===== src/hdl/thi_fifo.sv =====
module thi_fifo #(
    parameter int WIDTH = 8,
    parameter int DEPTH = 8
) (
    input  logic             aclk,
    input  logic             aresetn,
    input  logic             wr_en,
    input  logic [WIDTH-1:0] wr_data,
    input  logic             rd_en,
    output logic [WIDTH-1:0] rd_data,
    output logic             empty
);
    localparam int PTRW = $clog2(DEPTH);

    logic [WIDTH-1:0] mem [DEPTH];
    logic [PTRW-1:0]  wr_ptr_reg;
    logic [PTRW-1:0]  rd_ptr_reg;
    logic [PTRW:0]    cnt_reg;
    logic [PTRW:0]    cnt_next;

    assign empty   = (cnt_reg == '0);
    assign rd_data = mem[rd_ptr_reg];

    always_comb begin
        cnt_next = cnt_reg + (PTRW+1)'(wr_en) - (PTRW+1)'(rd_en);
    end

    always_ff @(posedge aclk) begin
        if (!aresetn) begin
            wr_ptr_reg <= '0;
            rd_ptr_reg <= '0;
            cnt_reg    <= '0;
        end else begin
            if (wr_en) begin
                wr_ptr_reg <= wr_ptr_reg + PTRW'(1);
            end
            if (rd_en) begin
                rd_ptr_reg <= rd_ptr_reg + PTRW'(1);
            end
            cnt_reg <= cnt_next;
        end
    end

    always_ff @(posedge aclk) begin
        if (wr_en) begin
            mem[wr_ptr_reg] <= wr_data;
        end
    end

endmodule


===== config.mk =====
export PLATFORM = sky130hd
export DESIGN_NAME = thi_fifo
export DESIGN_NICKNAME = d
export VERILOG_FILES = /design/src/hdl/thi_fifo.sv
export SDC_FILE = /design/constraint.sdc
export NUM_CORES = 1
export LEC_CHECK = 0
export ABC_CLOCK_PERIOD_IN_PS = 2700
export BUFFER_PORTS_ARGS = -buffer_cell sky130_fd_sc_hd__buf_2
export CORE_MARGIN = 2
export CORE_UTILIZATION = 52
export DETAILED_ROUTE_END_ITERATION = 12
export GPL_TIMING_DRIVEN = 0
export PLACE_DENSITY = 0.78
export SLEW_MARGIN = 10
export SYNTH_ARGS = -nofsm -noshare
export SYNTH_HDL_FRONTEND = slang
export SYNTH_SLANG_ARGS = --single-unit

===== constraint.sdc =====
create_clock -name aclk -period 2.7 [get_ports aclk]
set_input_delay 0.27 -clock aclk [delete_from_list [all_inputs] [get_ports aclk]]
set_output_delay 0.27 -clock aclk [all_outputs]
set_load 0.005 [all_outputs]

==> results of run 1 <==
metal layers:
layer,up-vias,share of wire (%),wire [um],track usage (%)
met2,37,53,2640,28.5
met5,-,0,0,0
met3,8,5.6,283,5.11
met1,720,40,2020,21.0
li1,690,-,-,-
met4,0,1.5,77,8.47
power groups by stage:
stage,registers (mW),clock network [mW],logic [mW]
final,1.36,0.922,0.312
after detailed placement,1.39,0,0.319
after CTS,1.37,0.936,0.320
after global routing,1.37,0.978,0.349
after floorplan,1.38,0,0.221
after global placement,1.39,0,0.294
layout by cell type, fill, tap and decap left out, types with 2 or more instances in the layout:
cell,instances
and2_1,7
buf_2,21
bufinv_16,2
clkbuf_1,3
clkbuf_8,9
clkinv_2,2
dfxtp_1,13
edfxtp_1,64
ha_1,7
inv_1,7
mux2_2,8
mux2i_1,3
mux4_1,15
nand2_1,5
nand2b_1,4
nor2_1,6
nor2b_1,3
nor3_2,2
xnor2_1,3
xor2_1,2
critical path, cell delays in order (launching register included):
cell	delay, ns
dfxtp_1	0.31
clkbuf_1	0.33
buf_2	0.34
mux4_1	0.33
mux2_2	0.28
buf_2	0.13
cells by family after synthesis:
| kind of cell | count (synthesis) | share of synthesized area (%) |
|---|---|---|
| flip-flops | 77 | 70.4 |
| AND/OR/NAND/NOR | 28 | 4.68 |
| multiplexers | 27 | 17.3 |
| buffers and inverters | 13 | 2.38 |
| adder cells (fa/ha/maj) | 8 | 3.47 |
| XOR/XNOR | 5 | 1.41 |
| AO/OA/AOI/OAI | 2 | 0.403 |
cell type report:
| type | count | area, um^2 |
|---|---|---|
| fill | 427 | 2330 |
| sequential | 77 | 2180 |
| multi-input combinational | 70 | 856 |
| clock buffer | 10 | 128 |
| timing repair buffer | 20 | 100 |
| tap | 75 | 93.8 |
| clock inverter | 6 | 86.3 |
| buffer | 6 | 47.5 |
| inverter | 7 | 26.3 |
per-stage QoR:
step	utilization [%]	hold WS, ns
after floorplan	-	0.369
after global placement	56.3	0.521
after detailed placement	56.5	0.539
after CTS	60.2	0.172
after global routing	60.2	0.186
final	60.2	0.193
path summary, 6_finish.rpt:
kind	start	to	slack [ns]	depth (start not counted)
hold reg to reg	rd_ptr_reg[1]	rd_ptr_reg[1]	0.59	2
setup reg to reg	wr_ptr_reg[0]	mem[7][4]	0.94	2
setup / recovery	register	rd_data[2]	0.38	5
hold / removal	wr_data[5]	mem[7][5]	0.19	1
==> results.json, run 1 <==
{
  "leakage_nw": 1.25,
  "vias": 1455,
  "netlist_top_cells_area": "edfxtp_1 (62%), mux4_1 (13%), dfxtp_1 (8.4%), mux2_2 (2.9%), ha_1 (2.8%)",
  "syn_avg_cell_area_um2": 19.4,
  "finalSetupTns_ns": 0,
  "vdd.ir_drop.worst_uv": 516,
  "synth_nets": 180,
  "cts_buffers": 9,
  "drt_pass1_iterations": 4,
  "stdcell_area_um2": 3520,
  "max_freq_mhz": 431,
  "yosys_most_used_dff": "edfxtp_1",
  "largest_reg_flops": 64,
  "syn_to_final_growth_pct": 13.5,
  "die_w_um": 81.2,
  "period_share_pct": 86.0,
  "chipHeight_um": 81.2,
  "critPathKind": "reg2out",
  "syn_area_um2": 3100,
  "netlist_instances": 160,
  "synth_edf_count": 64,
  "post_cts_resized": 0,
  "diodes": 0,
  "critPathMaxFanout": 10,
  "cp.required_ns": 2.43,
  "period_needed_ns": 2.32,
  "hold_path.class": "in2reg",
  "grt_max_degree": 14,
  "cts_buffer_depth": 2,
  "crit_path_end_kind": "output pin",
  "antenna_found_initial": 0,
  "ys_ff_latch": 77,
  "viasPerCell": 5.37,
  "io_buffers": 20,
  "skew_ns": 0.00491,
  "crit_path_start_kind": "register",
  "setup_viol": 0,
  "grt-ovfl-total": 0,
  "cts.sinks": 77,
  "design.die.area_um2": 6600,
  "grt_pass1_vias": 1531,
  "start_util_pct": 53.0,
  "critical_path_arrival_ns": 2.05,
  "maxCapViolations": 0,
  "synthTopCellsByCount": "edfxtp_1 (64), mux4_1 (15), dfxtp_1 (13)",
  "grt_pass1_wl_um": 7760,
  "cts_tree": "built",
  "p_int_mw": 2.03,
  "total_power_mw": 2.60,
  "h-tree-depth": 3,
  "drive_above_1_share_pct": 25.0,
  "tightest_slew_ns": 0.997,
  "synthArstFlopShare_pct": 0,
  "p_clk_share_pct": 35.5,
  "rows": 28,
  "io_pins": 21,
  "root_buffer": "clkbuf_8",
  "yosysUniqueCellTypes": 25,
  "p_comb_share_pct": 12.0,
  "seqPwrFrac_pct": 52.5,
  "clock_latency_ns": 0.34,
  "cts_hold_buffers": 0,
  "dp_slack_ns": 0.706,
  "drtIter0Drc": 49,
  "synth_most_common_cell": "edfxtp_1",
  "synth_top_area_share_pct": 62.0,
  "core_um2": 5850,
  "synth_area_leader_cell": "edfxtp_1",
  "wirelength_um": 5030,
  "final_max_slew_viol_count": 0,
  "swShare_pct": 22.0,
  "ys_warn_count": 0,
  "finalWorstSetupSlack_ns": 0.378,
  "hold_viol_final": 0,
  "cts.clk_slew.worst_paths_ns": 0.07,
  "grt_util_all_layers_pct": 17.3,
  "dpl_cell_area_um2": 3310,
  "layout.nets": 211,
  "status": "finished, final reports clean",
  "grt_setup_unrepaired": "false",
  "finalNonFillerCells": 271,
  "drc": 0,
  "placed_cells": 255,
  "post_cts_buffers": 0,
  "ys_seq_area_share_pct": 70.4,
  "hpwl_um": 3370,
  "detail_route.wl_per_cell_um": 18.5,
  "gp_congestion": 0.776,
  "powerDensity_nw_per_um2": 738,
  "relSlewSlack_pct": 33.3,
  "p_switching_mw": 0.571,
  "drtAntennaViolNets": 0
}
(Power assumes the default switching activity.)
==> run 2: changes to the inputs <==
CAP_MARGIN = 10   (was default)
MAX_ROUTING_LAYER = met4   (was default)
==> results.json, run 2 (same netlist as run 1, synthesis figures left out) <==
{
  "tightest_slew_ns": 1.01,
  "rows": 28,
  "critPathKind": "reg2out",
  "dpl_cell_area_um2": 3310,
  "design.die.area_um2": 6600,
  "cp_cell_sequence": "clkbuf_1 -> buf_2 -> mux4_1 -> mux2_2 -> buf_2",
  "syn_to_final_growth_pct": 13.5,
  "grt_pass1_vias": 1526,
  "grt_util_all_layers_pct": 17.8,
  "start_util_pct": 53.0,
  "final_max_slew_viol_count": 0,
  "io_buffers": 20,
  "period_share_pct": 86.0,
  "cpPeakStageDelay_ns": 0.34,
  "grt_max_degree": 14,
  "post_cts_buffers": 0,
  "clock_latency_ns": 0.34,
  "hold_viol_final": 0,
  "reg2reg_setup_slack_ns": 0.93,
  "filler_cell_count": 427,
  "gp_congestion": 0.786,
  "drive_above_1_share_pct": 25.0,
  "crit_path_start_kind": "register",
  "cts_hold_buffers": 0,
  "root_buffer": "clkbuf_8",
  "largest_reg_flops": 64,
  "multi_input_area_um2": 856,
  "vdd.ir_drop.worst_uv": 513,
  "layout_common_cells": "edfxtp_1 (64), buf_2 (21), mux4_1 (15), dfxtp_1 (13), clkbuf_8 (9)",
  "detail_route.wl_per_cell_um": 18.7,
  "total_power_mw": 2.60,
  "die_w_um": 81.2,
  "layout.nets": 211,
  "status": "finished, final reports clean",
  "critical_path_arrival_ns": 2.05,
  "vias": 1465,
  "period_needed_ns": 2.32,
  "wirelength_um": 5060,
  "antenna_found_initial": 0,
  "relSlewSlack_pct": 32.3,
  "core_um2": 5850,
  "worstHoldEndpoint": "mem[5][5]",
  "rr_startpoint": "wr_ptr_reg[0]",
  "layout_commonest_cell": "edfxtp_1",
  "drtIter0Drc": 64,
  "hpwl_um": 3370,
  "drtAntennaViolNets": 0,
  "reg2reg_to": "mem[7][4]",
  "cts.sinks": 77,
  "cts_buffers": 9,
  "drc": 0,
  "chipHeight_um": 81.2,
  "cp_common_cell": "buf_2",
  "viasPerCell": 5.41,
  "critPathMaxFanout": 10,
  "stdcell_area_um2": 3520,
  "powerDensity_nw_per_um2": 738,
  "cts_tree": "built",
  "grt_pass1_wl_um": 7760,
  "finalSetupTns_ns": 0,
  "max_freq_mhz": 430,
  "setup_viol": 0,
  "leakage_nw": 1.25,
  "grt-ovfl-total": 0,
  "cts.clk_slew.worst_paths_ns": 0.07,
  "hold_depth": 1,
  "regArea_um2": 2180,
  "cp.required_ns": 2.43,
  "final_util_pct": 60.2,
  "io_pins": 21,
  "h-tree-depth": 3,
  "grt_setup_unrepaired": "false",
  "skew_ns": 0.00507,
  "rr_worst_depth": 2,
  "crit_path_end_kind": "output pin",
  "fin_hold_ws_ns": 0.191,
  "diodes": 0,
  "cp_slowest_cell": "buf_2",
  "post_cts_resized": 0,
  "hold_path.class": "in2reg",
  "cts_buffer_depth": 2,
  "maxCapViolations": 0,
  "drt_pass1_iterations": 4,
  "worstHoldStart": "wr_data[5]"
}
## run 2: cell counts in the layout (fill, tap and decap cells not counted)
Identical to the previous run, type by type.
## run 2: layer usage
metal  vias to the layer above  share of wire (%)  global-route usage (%)
met1                       739                 42                    21.0
met2                        28                 53                    28.5
li1                        690                  -                       -
met3                         8                3.5                    5.11
met4                         0                1.7                    8.47
met5                         -                  0                       -
## run 2: how the worst max path moves through the flow
stage                  start          to  slack, ns  depth (start not counted)
floorplan           register  rd_data[1]       1.07                          4
detailed placement  register  rd_data[1]       0.71                          5
global placement       wr_en   mem[4][6]       0.72                          3
global route        register  rd_data[1]       0.26                          5
CTS                 register  rd_data[1]       0.34                          5
finish              register  rd_data[2]       0.38                          5
## run 2: metrics by stage
stage                     cells  worst slack [ns]
after floorplan             160              1.07
after global placement      255             0.720
after detailed placement    255             0.706
after CTS                   271             0.343
after global routing        271             0.260
final                       271             0.377
## run 2: cell type report
class / count / area share (%)
Clock buffer: 10 / 3.63
Clock inverter: 6 / 2.45
Multi-Input combinational cell: 70 / 24.3
Sequential cell: 77 / 62.0
Inverter: 7 / 0.747
Buffer: 6 / 1.35
Timing Repair Buffer: 20 / 2.84
Tap cell: 75 / 2.67
## run 2: worst max-delay path, delay by kind of cell, from the launching register on
family	cells	cell delay, ns
muxes	2	0.61
DFF	1	0.31
buffers and inverters	3	0.80
## run 2: power by group
part	switching, mW	internal (mW)
Combinational	0.147	0.166
Clock	0.399	0.520
Sequential	0.0231	1.34
